===== src/rtl/core/multi_client_silence_watchdog_unit_defines.svh =====
// Assertion macros used by the back part of the silence watchdog RTL.
`ifndef MULTI_CLIENT_SILENCE_WATCHDOG_UNIT_DEFINES_SVH
`define MULTI_CLIENT_SILENCE_WATCHDOG_UNIT_DEFINES_SVH

`ifndef SYNTHESIS
// Check a property on every rising clock edge outside reset.
`define MCSW_ASSERT(name, clk, rstn, prop) \
  name: assert property (@(posedge clk) disable iff (!rstn) prop) \
    else $error("watchdog assertion failed");
// Check a property on every rising clock edge, reset included.
`define MCSW_ASSERT_ALWAYS(name, clk, prop) \
  name: assert property (@(posedge clk) prop) \
    else $error("watchdog assertion failed");
`else
`define MCSW_ASSERT(name, clk, rstn, prop)
`define MCSW_ASSERT_ALWAYS(name, clk, prop)
`endif

`endif


===== src/rtl/core/mcsw_pkg.sv =====
// Types and constants of the silence watchdog.
package mcsw_pkg;

  localparam int ClientW     = 7;
  localparam int CountW      = 16;
  localparam int LevelW      = 2;
  localparam int RegIdxW     = 2;
  localparam int ClientSpan  = 1 << ClientW;
  localparam int QueueDepth  = 2;
  localparam int QueueCntW   = $clog2(QueueDepth + 1);

  localparam logic [CountW-1:0] CountMax      = '1;
  localparam logic [CountW-1:0] WarnReset     = 16'd300;
  localparam logic [CountW-1:0] SevereReset   = 16'd900;
  localparam logic [CountW-1:0] CriticalReset = 16'd1500;

  typedef enum logic {
    CMD_MESSAGE = 1'b0,
    CMD_POLL    = 1'b1
  } cmd_e;

  typedef enum logic [LevelW-1:0] {
    LEVEL_NONE     = 2'd0,
    LEVEL_WARN     = 2'd1,
    LEVEL_SEVERE   = 2'd2,
    LEVEL_CRITICAL = 2'd3
  } level_e;

  typedef enum logic [RegIdxW-1:0] {
    REG_WARN     = 2'd0,
    REG_SEVERE   = 2'd1,
    REG_CRITICAL = 2'd2,
    REG_UNUSED   = 2'd3
  } reg_idx_e;

  typedef enum logic {
    S_IDLE = 1'b0,
    S_EXEC = 1'b1
  } back_state_e;

  typedef struct packed {
    cmd_e               cmd;
    logic               in_range;
    logic [ClientW-1:0] client;
    logic               at_rest;
  } item_t;

  typedef struct packed {
    logic [CountW-1:0] warn;
    logic [CountW-1:0] severe;
    logic [CountW-1:0] critical;
  } thresh_t;

  typedef struct packed {
    logic              heard;
    logic [CountW-1:0] count;
    level_e            level;
    logic              rest;
  } entry_t;

  localparam entry_t EntryReset = '{heard: 1'b0, count: '0, level: LEVEL_NONE, rest: 1'b1};

  typedef struct packed {
    logic full;
    logic empty;
  } queue_status_t;

endpackage


===== src/rtl/core/multi_client_silence_watchdog_unit.sv =====
// Silence watchdog: per-client silence counter with escalating alert levels.
// Each item does a read then a write of the client table through its registered read
// port, so no new item begins until the last is written; a 2-entry queue lets start be
// taken while one works. Reset: thresholds return to 300, 900 and 1500 and every
// client entry reads as cleared at once through per-entry valid bits; no clearing
// pass. Results cannot be stalled.
module multi_client_silence_watchdog_unit import mcsw_pkg::*; #(
  parameter int CLIENTS = 128
) (
  input  logic               clk_i,
  input  logic               rst_ni,
  input  logic               start,
  output logic               busy,
  input  logic               cmd_i,
  input  logic [ClientW-1:0] client_i,
  input  logic               at_rest_i,
  output logic               result_strobe_o,
  output logic [ClientW-1:0] client_out_o,
  output logic [LevelW-1:0]  alert_level_o,
  output logic [CountW-1:0]  silent_seconds_o,
  input  logic               cfg_valid_i,
  output logic               cfg_ready_o,
  input  logic [RegIdxW-1:0] cfg_index_i,
  input  logic [CountW-1:0]  cfg_data_i
);

  thresh_t       thresh_q, thresh_d;
  queue_status_t queue_status;
  logic          push;
  item_t         push_data;
  logic          pop;
  item_t         head;

  assign cfg_ready_o = 1'b1;

  always_comb begin
    thresh_d = thresh_q;
    if (cfg_valid_i) begin
      unique case (reg_idx_e'(cfg_index_i))
        REG_WARN:     thresh_d.warn     = cfg_data_i;
        REG_SEVERE:   thresh_d.severe   = cfg_data_i;
        REG_CRITICAL: thresh_d.critical = cfg_data_i;
        default:      thresh_d = thresh_q;
      endcase
    end
  end

  always_ff @(posedge clk_i or negedge rst_ni) begin
    if (!rst_ni) begin
      thresh_q <= '{warn: WarnReset, severe: SevereReset, critical: CriticalReset};
    end else begin
      thresh_q <= thresh_d;
    end
  end

  mcsw_front #(
    .CLIENTS(CLIENTS)
  ) u_front (
    .start         (start),
    .busy          (busy),
    .cmd_i         (cmd_i),
    .client_i      (client_i),
    .at_rest_i     (at_rest_i),
    .queue_status_i(queue_status),
    .push_o        (push),
    .push_data_o   (push_data)
  );

  mcsw_fifo u_fifo (
    .clk_i      (clk_i),
    .rst_ni     (rst_ni),
    .push_i     (push),
    .push_data_i(push_data),
    .pop_i      (pop),
    .pop_data_o (head),
    .status_o   (queue_status)
  );

  mcsw_back #(
    .CLIENTS(CLIENTS)
  ) u_back (
    .clk_i           (clk_i),
    .rst_ni          (rst_ni),
    .thresh_i        (thresh_q),
    .queue_status_i  (queue_status),
    .head_i          (head),
    .pop_o           (pop),
    .result_strobe_o (result_strobe_o),
    .client_out_o    (client_out_o),
    .alert_level_o   (alert_level_o),
    .silent_seconds_o(silent_seconds_o)
  );

endmodule


===== src/rtl/core/mcsw_fifo.sv =====
// Two-entry item queue between the front and back parts of the watchdog.
module mcsw_fifo import mcsw_pkg::*; (
  input  logic          clk_i,
  input  logic          rst_ni,
  input  logic          push_i,
  input  item_t         push_data_i,
  input  logic          pop_i,
  output item_t         pop_data_o,
  output queue_status_t status_o
);

  localparam int PtrW = $clog2(QueueDepth);

  item_t                entries_q [QueueDepth];
  logic [PtrW-1:0]      wr_ptr_q, wr_ptr_d;
  logic [PtrW-1:0]      rd_ptr_q, rd_ptr_d;
  logic [QueueCntW-1:0] cnt_q, cnt_d;

  always_comb begin
    wr_ptr_d = wr_ptr_q;
    rd_ptr_d = rd_ptr_q;
    cnt_d    = cnt_q;
    if (push_i) begin
      wr_ptr_d = (wr_ptr_q == PtrW'(QueueDepth - 1)) ? '0 : wr_ptr_q + 1'b1;
    end
    if (pop_i) begin
      rd_ptr_d = (rd_ptr_q == PtrW'(QueueDepth - 1)) ? '0 : rd_ptr_q + 1'b1;
    end
    if (push_i && !pop_i) begin
      cnt_d = cnt_q + 1'b1;
    end else if (pop_i && !push_i) begin
      cnt_d = cnt_q - 1'b1;
    end
  end

  always_ff @(posedge clk_i or negedge rst_ni) begin
    if (!rst_ni) begin
      wr_ptr_q <= '0;
      rd_ptr_q <= '0;
      cnt_q    <= '0;
    end else begin
      wr_ptr_q <= wr_ptr_d;
      rd_ptr_q <= rd_ptr_d;
      cnt_q    <= cnt_d;
    end
  end

  always_ff @(posedge clk_i) begin
    if (push_i) begin
      entries_q[wr_ptr_q] <= push_data_i;
    end
  end

  assign pop_data_o     = entries_q[rd_ptr_q];
  assign status_o.full  = (cnt_q == QueueCntW'(QueueDepth));
  assign status_o.empty = (cnt_q == '0);

endmodule


===== src/rtl/core/mcsw_front.sv =====
// Front part: takes commands, checks the client range and queues the item.
module mcsw_front import mcsw_pkg::*; #(
  parameter int CLIENTS = 128
) (
  input  logic               start,
  output logic               busy,
  input  logic               cmd_i,
  input  logic [ClientW-1:0] client_i,
  input  logic               at_rest_i,
  input  queue_status_t      queue_status_i,
  output logic               push_o,
  output item_t              push_data_o
);

  assign busy   = queue_status_i.full;
  assign push_o = start && !queue_status_i.full;

  always_comb begin
    push_data_o.cmd      = cmd_e'(cmd_i);
    // Clients past the configured count leave all state alone.
    push_data_o.in_range = ({{(32 - ClientW){1'b0}}, client_i} < 32'(CLIENTS));
    push_data_o.client   = client_i;
    push_data_o.at_rest  = at_rest_i;
  end

endmodule


===== src/rtl/core/mcsw_back.sv =====
// Back part: read-modify-write of the per-client table and result register.
`include "multi_client_silence_watchdog_unit_defines.svh"

module mcsw_back import mcsw_pkg::*; #(
  parameter int CLIENTS = 128
) (
  input  logic               clk_i,
  input  logic               rst_ni,
  input  thresh_t            thresh_i,
  input  queue_status_t      queue_status_i,
  input  item_t              head_i,
  output logic               pop_o,
  output logic               result_strobe_o,
  output logic [ClientW-1:0] client_out_o,
  output logic [LevelW-1:0]  alert_level_o,
  output logic [CountW-1:0]  silent_seconds_o
);

  localparam int Depth = (CLIENTS < ClientSpan) ? CLIENTS : ClientSpan;
  localparam int AddrW = $clog2(Depth);

  back_state_e        state_q, state_d;
  item_t              item_q;
  entry_t             mem [Depth];
  entry_t             rdata_q;
  logic               rvld_q;
  logic [Depth-1:0]   vld_q;
  logic               rd_en;
  logic               wr_en;
  logic [AddrW-1:0]   rd_addr;
  logic [AddrW-1:0]   wr_addr;
  entry_t             cur;
  entry_t             nxt;
  logic [CountW-1:0]  cnt_inc;
  logic               strobe_q;
  logic [ClientW-1:0] client_q;
  logic [LevelW-1:0]  level_q;
  logic [CountW-1:0]  count_q;

  // Next state
  always_comb begin
    state_d = state_q;
    unique case (state_q)
      S_IDLE: if (!queue_status_i.empty) state_d = S_EXEC;
      S_EXEC: state_d = S_IDLE;
      default: state_d = S_IDLE;
    endcase
  end

  // Outputs of the sequencer
  always_comb begin
    pop_o = 1'b0;
    wr_en = 1'b0;
    unique case (state_q)
      S_IDLE: pop_o = !queue_status_i.empty;
      S_EXEC: wr_en = item_q.in_range;
      default: begin
        pop_o = 1'b0;
        wr_en = 1'b0;
      end
    endcase
  end

  assign rd_en   = pop_o && head_i.in_range;
  assign rd_addr = head_i.client[AddrW-1:0];
  assign wr_addr = item_q.client[AddrW-1:0];

  always_ff @(posedge clk_i or negedge rst_ni) begin
    if (!rst_ni) begin
      state_q  <= S_IDLE;
      strobe_q <= 1'b0;
      vld_q    <= '0;
    end else begin
      state_q  <= state_d;
      strobe_q <= (state_q == S_EXEC);
      if (wr_en) begin
        vld_q[wr_addr] <= 1'b1;
      end
    end
  end

  always_ff @(posedge clk_i) begin
    if (pop_o) begin
      item_q <= head_i;
    end
    if (rd_en) begin
      rdata_q <= mem[rd_addr];
      rvld_q  <= vld_q[rd_addr];
    end
    if (wr_en) begin
      mem[wr_addr] <= nxt;
    end
  end

  // Entries never written read as their reset value.
  assign cur     = rvld_q ? rdata_q : EntryReset;
  assign cnt_inc = (cur.count == CountMax) ? cur.count : cur.count + 1'b1;

  always_comb begin
    nxt = cur;
    if (item_q.cmd == CMD_MESSAGE) begin
      nxt.heard = 1'b1;
      nxt.rest  = item_q.at_rest;
    end else begin
      if (!cur.rest) begin
        if (cur.heard) begin
          nxt.count = '0;
        end else begin
          nxt.count = cnt_inc;
          priority if (cnt_inc < thresh_i.warn) begin
            nxt.level = LEVEL_NONE;
          end else if (cnt_inc == thresh_i.warn) begin
            nxt.level = LEVEL_WARN;
          end else if (cnt_inc == thresh_i.severe) begin
            nxt.level = LEVEL_SEVERE;
          end else if (cnt_inc == thresh_i.critical) begin
            nxt.level = LEVEL_CRITICAL;
          end else begin
            nxt.level = cur.level;
          end
        end
      end
      nxt.heard = 1'b0;
    end
  end

  always_ff @(posedge clk_i) begin
    if (state_q == S_EXEC) begin
      client_q <= item_q.client;
      level_q  <= item_q.in_range ? nxt.level : LEVEL_NONE;
      count_q  <= item_q.in_range ? nxt.count : '0;
    end
  end

  assign result_strobe_o  = strobe_q;
  assign client_out_o     = client_q;
  assign alert_level_o    = level_q;
  assign silent_seconds_o = count_q;

  `MCSW_ASSERT(a_strobe_after_exec, clk_i, rst_ni, result_strobe_o |-> $past(state_q == S_EXEC))
  `MCSW_ASSERT(a_write_after_read, clk_i, rst_ni, wr_en |-> $past(pop_o))
  `MCSW_ASSERT(a_single_exec, clk_i, rst_ni, (state_q == S_EXEC) |=> (state_q == S_IDLE))
  `MCSW_ASSERT_ALWAYS(a_pop_nonempty, clk_i, pop_o |-> !queue_status_i.empty)

endmodule


===== config.mk =====
export PLATFORM = sky130hd
export DESIGN_NAME = multi_client_silence_watchdog_unit
export DESIGN_NICKNAME = d
export VERILOG_FILES = /design/src/rtl/core/mcsw_pkg.sv /design/src/rtl/core/multi_client_silence_watchdog_unit.sv /design/src/rtl/core/mcsw_fifo.sv /design/src/rtl/core/mcsw_front.sv /design/src/rtl/core/mcsw_back.sv
export VERILOG_INCLUDE_DIRS = /design/src /design/src/rtl/core
export SDC_FILE = /design/constraint.sdc
export NUM_CORES = 2
export LEC_CHECK = 0
export BUFFER_PORTS_ARGS = -buffer_cell sky130_fd_sc_hd__buf_2
export CAP_MARGIN = 20
export CORE_MARGIN = 1.5
export CORE_UTILIZATION = 50
export CTS_CLUSTER_SIZE = 25
export DETAILED_ROUTE_END_ITERATION = 10
export HOLD_SLACK_MARGIN = 0.02
export PLACE_DENSITY_LB_ADDON = 0.3
export SETUP_SLACK_MARGIN = 0.5
export SYNTH_ARGS = -nofsm -noshare
export SYNTH_HDL_FRONTEND = slang
export SYNTH_SLANG_ARGS = --single-unit
export TNS_END_PERCENT = 10

===== constraint.sdc =====
create_clock -name clk_i -period 10.84 [get_ports clk_i]
set_input_delay 0.542 -clock clk_i [delete_from_list [all_inputs] [get_ports clk_i]]
set_output_delay 0.542 -clock clk_i [all_outputs]
set_load 0.05 [all_outputs]

* Word level (Yosys, flattened, before mapping)
Memories as Yosys holds them, arrays and structs flattened. A register that Yosys moved wholly into a read port is not among the register bits.
Index checks and enable logic that the tools add are counted.
** Operators by class
- $lt $le $gt $ge :: 4
- Reductions and logical operators :: 15
- Equal/unequal tests :: 7
- Bitwise gates (word level) :: 2
- Mux-type cells :: 28
- Add/subtract/negate cells :: 5
** Operators with widths (number)
- 128-bit bitwise OR :: 1
- 16-bit == test :: 3
- 18-bit two-way mux :: 2
- 16-bit two-way mux :: 2
- 20-bit two-way mux :: 1
- 16-bit by 1-bit adder with 16-bit output (second input constant) :: 1
- 16-bit == test (second input constant) :: 1
- 16-bit < comparator :: 1
- 7-bit by 8-bit < comparator with 1-bit output (second input constant) :: 2
- 2-bit two-way mux :: 7
- 1-bit two-way mux :: 13
- 1-bit binary-select mux with 7-bit select :: 1
- 1-bit demux with 7-bit select :: 1
- 7-bit by 1-bit >= comparator with 1-bit output (second input constant) :: 1
- 2-bit AND reduction :: 3
- 2-bit == test (second input constant) :: 2
- 1-bit logical AND :: 4
- 1-bit logical NOT :: 4
- 2-bit logical NOT :: 2
- 1-bit adder (second input constant) :: 2
- 2-bit by 1-bit adder with 2-bit output (second input constant) :: 1
- 2-bit by 1-bit == test with 1-bit output (second input constant) :: 1
- 1-bit case mux with 2 select lines :: 1
- 2-bit nonzero test :: 1
- 3 further kinds :: 3
** Storage, ports and cells
- Memories :: 2
- Word-level logic and storage cells :: 80
- Output and inout port bits :: 28
- Bits in registers :: 218
- Input port bits :: 31
- Memory bits (writable) :: 2578
** Memory list
- u_back.mem :: depth 128, width 20, rd ports 1, clocked after memory_dff 1, write ports 1, RTL line mcsw_back.sv:24 : entry_t mem [Depth];
- u_fifo.entries_q :: depth 2, width 9, rd ports 1, clocked after memory_dff 0, write ports 1, RTL line mcsw_fifo.sv:14 : item_t entries_q [QueueDepth];

* Depth between registers and ports, before layout
- Word-level depth :: 11
- Gate-level depth with buffers :: 17
- Gate-level depth less buffers :: 15

* Cells and area by module
From an unflattened synthesis, not the netlist that was laid out.
** Second synthesis, totals
- Cells, all modules :: 4668
- Area total of the unflattened synthesis :: 109160.9 µm²
** By module, submodules not included
- mcsw_back :: area an instance 106302.0 µm², instances 1, seq. area each 81808.5 µm², cells each 4504
- multi_client_silence_watchdog_unit :: area an instance 1845.5 µm², instances 1, seq. area each 1219.9 µm², cells each 104
- mcsw_fifo :: area an instance 913.4 µm², instances 1, seq. area each 700.7 µm², cells each 47
- mcsw_front :: area an instance 100.1 µm², instances 1, seq. area each 0.0 µm², cells each 13

* Least setup slack after synthesis
Ideal clock, no wire load.
- Kind :: register to register
- Start point :: register u_back.item_q[9] (netlist name)
- End point :: memory u_back.mem[0][18] (netlist name), data pin
- Path buffers :: 1
- Data required time :: 9.604 ns
- Clock period less this slack :: 8.794 ns
- Path slack :: 2.046 ns
- Arrival :: 7.558 ns
- Cell stages (with the launch flop) :: 5
- Cells stage by stage :: edfxtp_1 > inv_1 > nor2_1 > clkbuf_1 > a211oi_1
** RTL lines
- start, declared :: RTL line mcsw_back.sv:23 : item_t item_q;
- start signal, assigned :: RTL line mcsw_back.sv:84 : item_q <= head_i;
- end, declared :: RTL line mcsw_back.sv:24

==> impl_results.md <==
* Status: completed
* Chip Width at 479 µm
* Tot GR Track Use at 27.7%
* Insertion delay to the later sink of the worst-skew pair at 0.96 ns
* End point of the critical path: u_back.mem[97][1]
* DR vias at 75200
* Worst R2R Path Depth at 13
* CTS tree: built
* Worst-Margin Slew at 1.29 ns
* Fin nets at 8998
* TritonCTS buffer count at 301
* Layout Cells excl Fill at 12200
* I/O Buffers at 57
* Max-Cap Viols at 0
* Synth area leader: edfxtp_1
* Starting Density at 50.4%
* # IOs at 59
* Vias in the first global route at 71700
* Post-Synthesis Cells at 8989
* Setup crit start: u_back.rvld_q
* Worst Setup Start Kind: register
* WL final at 324000 µm
* Synth-to-Final Area Change at 12.1%
* GRT overflow at 0
* R2r setup slk at 4.89 ns
* Fillers at 17700
* DRC at 0
* Post-DRT Antenna Nets at 0
* Crit end category: register
* Area share of the largest cell type after synthesis at 69.7%
* Global-route wire length before repair at 474000 µm
* Maximum number of pins on one net before global-route repair at 163
* Rel. slew slack at 13.4%
* Wirelength per Cell at 26.6 µm
* Skew final at 0.0621 ns
* WP data required at 11.45 ns
* RSZ-0062 raised after global routing: no
* Sequential fraction of the synthesis area at 73.7%
* Syn nets at 9037
* Core area at 225000 µm²
* Count leader, synth: nand2_1
* Syn avg cell area at 12.6 µm²
* Min cycle time layout at 5.95 ns
* Placed insts at 11600
* Netlist cell types at 82
* Post-CTS setup buffers at 0
* Clk root buf: clkbuf_16
* Worst R2R End: u_back.mem[97][1]
* Clock tree sinks at 2815
* Ranking of synthesized cells by area: edfxtp_1, nand2_1, nand3_1
* Number of synthesized flops with an enable pin at 2633
* Endpoints failing setup at 0
* Die ar. at 230000 µm²
* Power Density at 288 nW/µm²
* Clock slew seen by the registers of the worst setup and hold paths at 0.06 ns
* Num rows at 174
* Internal at 22.8 mW
* RD Place Congestion at 0.851
* Final Power at 36.6 mW
* Synth Flop Type: edfxtp_1
* Ys async rst share at 6.47%
* Half-perimeter wire length after placement at 175000 µm
* Syn. warnings at 0
* DRT Pass-1 Iters at 8
* Post-DR vias/cell at 6.18
* CP Data Arrival Time at 6.56 ns
* Commonest cells post-synth: nand2_1, edfxtp_1, nand3_1
* Crit Path Category: register to register
* Crit path max fanout at 67
* Final hold vios at 0
* Net Sw Frac at 37.8%
* Comb pwr share at 33.1%
* Leak pwr at 44.8 nW
* Slew Viols, Final at 0
* Die height at 479 µm
* Initial DRC count at 10300
* Period utilization at 54.9%
* Post-Syn Area at 113000 µm²
* Clock Power Share at 26.6%
* Crit Reg-Reg Startpoint: u_back.rvld_q
* Synth Register Bits at 2815
* Setup TNS at 0 ns
* H-tree levels at 5
* VDD IR-drop max at 0.000316 V
* Final hold slack at 0.0836 ns
* HP Class: primary input to asynchronous set/reset pin
* Initial antenna violation count at 14
* Flop pwr share at 40.3%
* Fraction of layout cells with a size suffix above 1 at 11.3%
* Peak Freq at 168 MHz
* Longest Clk Path Bufs at 4
* Switching power at 13.8 mW
==> power groups by stage <==
stage	logic (mW)	registers, mW	clock network, mW
after global routing	12.9	14.8	10.2
after floorplan	6.96	15.0	0
after detailed placement	11.8	14.9	0
after CTS	11.9	14.7	9.81
after global placement	11.6	14.9	0
final	12.1	14.7	9.74
==> cell usage in the layout, fill, tap and decap left out, drive strengths merged, types with 17 or more instances in the layout <==
| master | Yosys | routed |
|---|---|---|
| nand2 | 2756 | 2756 |
| edfxtp | 2633 | 2633 |
| nand3 | 1341 | 1341 |
| a311oi | 400 | 400 |
| clkbuf | 403 | 383 |
| buf | 220 | 253 |
| and3 | 196 | 196 |
| nor2 | 176 | 176 |
| dfrtp | 167 | 167 |
| or2 | 132 | 132 |
| clkinv | 1 | 118 |
| a31oi | 109 | 109 |
| o21ai | 81 | 81 |
| mux2 | 41 | 41 |
| inv | 36 | 40 |
| a22oi | 29 | 29 |
| dlygate4sd3 | 0 | 27 |
| a21oi | 26 | 26 |
| a21o | 25 | 25 |
| a211o | 23 | 23 |
| o311a | 21 | 21 |
| ha | 17 | 17 |
==> worst min-delay path by stage <==
stage                    start          endpoint  slack (ns)  cells after the start
2_1_floorplan           rst_ni       thresh_q[0]        0.25                      0
3_3_place_gp            rst_ni  u_back.vld_q[83]        0.45                      1
3_5_place_dp   u_back.vld_q[2]   u_back.vld_q[2]        0.45                      1
4_1_cts                 rst_ni  u_back.vld_q[83]        0.05                      2
5_1_grt                 rst_ni  u_back.vld_q[83]        0.08                      2
6_report                rst_ni  u_back.vld_q[83]        0.08                      2
==> sequential cells by signal, indices dropped and copies added, names as in the netlist <==
signal                   flops
u_fifo.wr_ptr_q              1
u_back.rvld_q                1
u_back.vld_q               128
u_fifo.rd_ptr_q              1
u_back.client_out_o          7
thresh_q                    48
u_back.rdata_q              20
u_back.mem                2560
u_fifo.entries_q            18
u_fifo.cnt_q                 2
u_back.alert_level_o         2
u_back.result_strobe_o       1
u_back.wr_addr               7
u_back.silent_seconds_o     16
u_back.state_q               1
u_back.item_q                2
==> cell type report <==
type / count / area, µm² / share of cell area, %
antenna: 6 / 15.0 / 0.0118
clock buffer: 382 / 8160 / 6.41
clock inverter: 140 / 1030 / 0.811
inverter: 37 / 161 / 0.127
multi-input combinational: 5514 / 28100 / 22.1
sequential: 2815 / 83600 / 65.8
tap: 2992 / 3740 / 2.94
timing repair buffer: 281 / 2310 / 1.81
==> worst max-delay path: stages (launching register included) <==
cell and delay, ns:
edfxtp_1 0.45, buf_4 0.48, and3_2 0.39, nand3_1 0.21, a211oi_2 0.38, xor2_1 0.20, and2_1 0.22, ha_1 0.27
nand4_1 0.11, nor2_1 0.19, nand2_1 0.15, nor4_1 0.86, o211a_4 0.80, buf_4 0.70
==> timing repair <==
item	4_1_cts	5_1_grt
gates resized for setup	0	0
hold endpoints to repair	135	0
hold buffers	27	0
==> per-stage QoR <==
stage | util (%) | setup WS (ns) | area, µm²
after CTS | 56.5 | 4.99 | 127000
after floorplan | - | 2.05 | 113000
final | 56.5 | 4.89 | 127000
after global routing | 56.5 | 4.67 | 127000
after detailed placement | 52.3 | 5.00 | 118000
after global placement | 52.2 | 4.98 | 118000
==> logic make-up after synthesis <==
logic type                 Yosys count  share of synthesized area (%)
AOI/OAI and AO/OA                  749                           5.16
xor gates and xnor gates            21                          0.162
adders and majority gates           17                          0.187
buffers and inverters              660                           2.35
DFF                               2815                           73.7
muxes                               48                          0.472
other                                1                        0.00330
and+or+nand+nor                   4678                           18.0
==> layer usage <==
layer	GRT usage, %	vias up	wire length (µm)
li1	-	32800	-
met1	38.7	37500	127000
met3	5.23	703	33400
met2	42.8	4223	149000
met4	12.1	6	14900
met5	0	-	52
(Power assumes the default switching activity.)
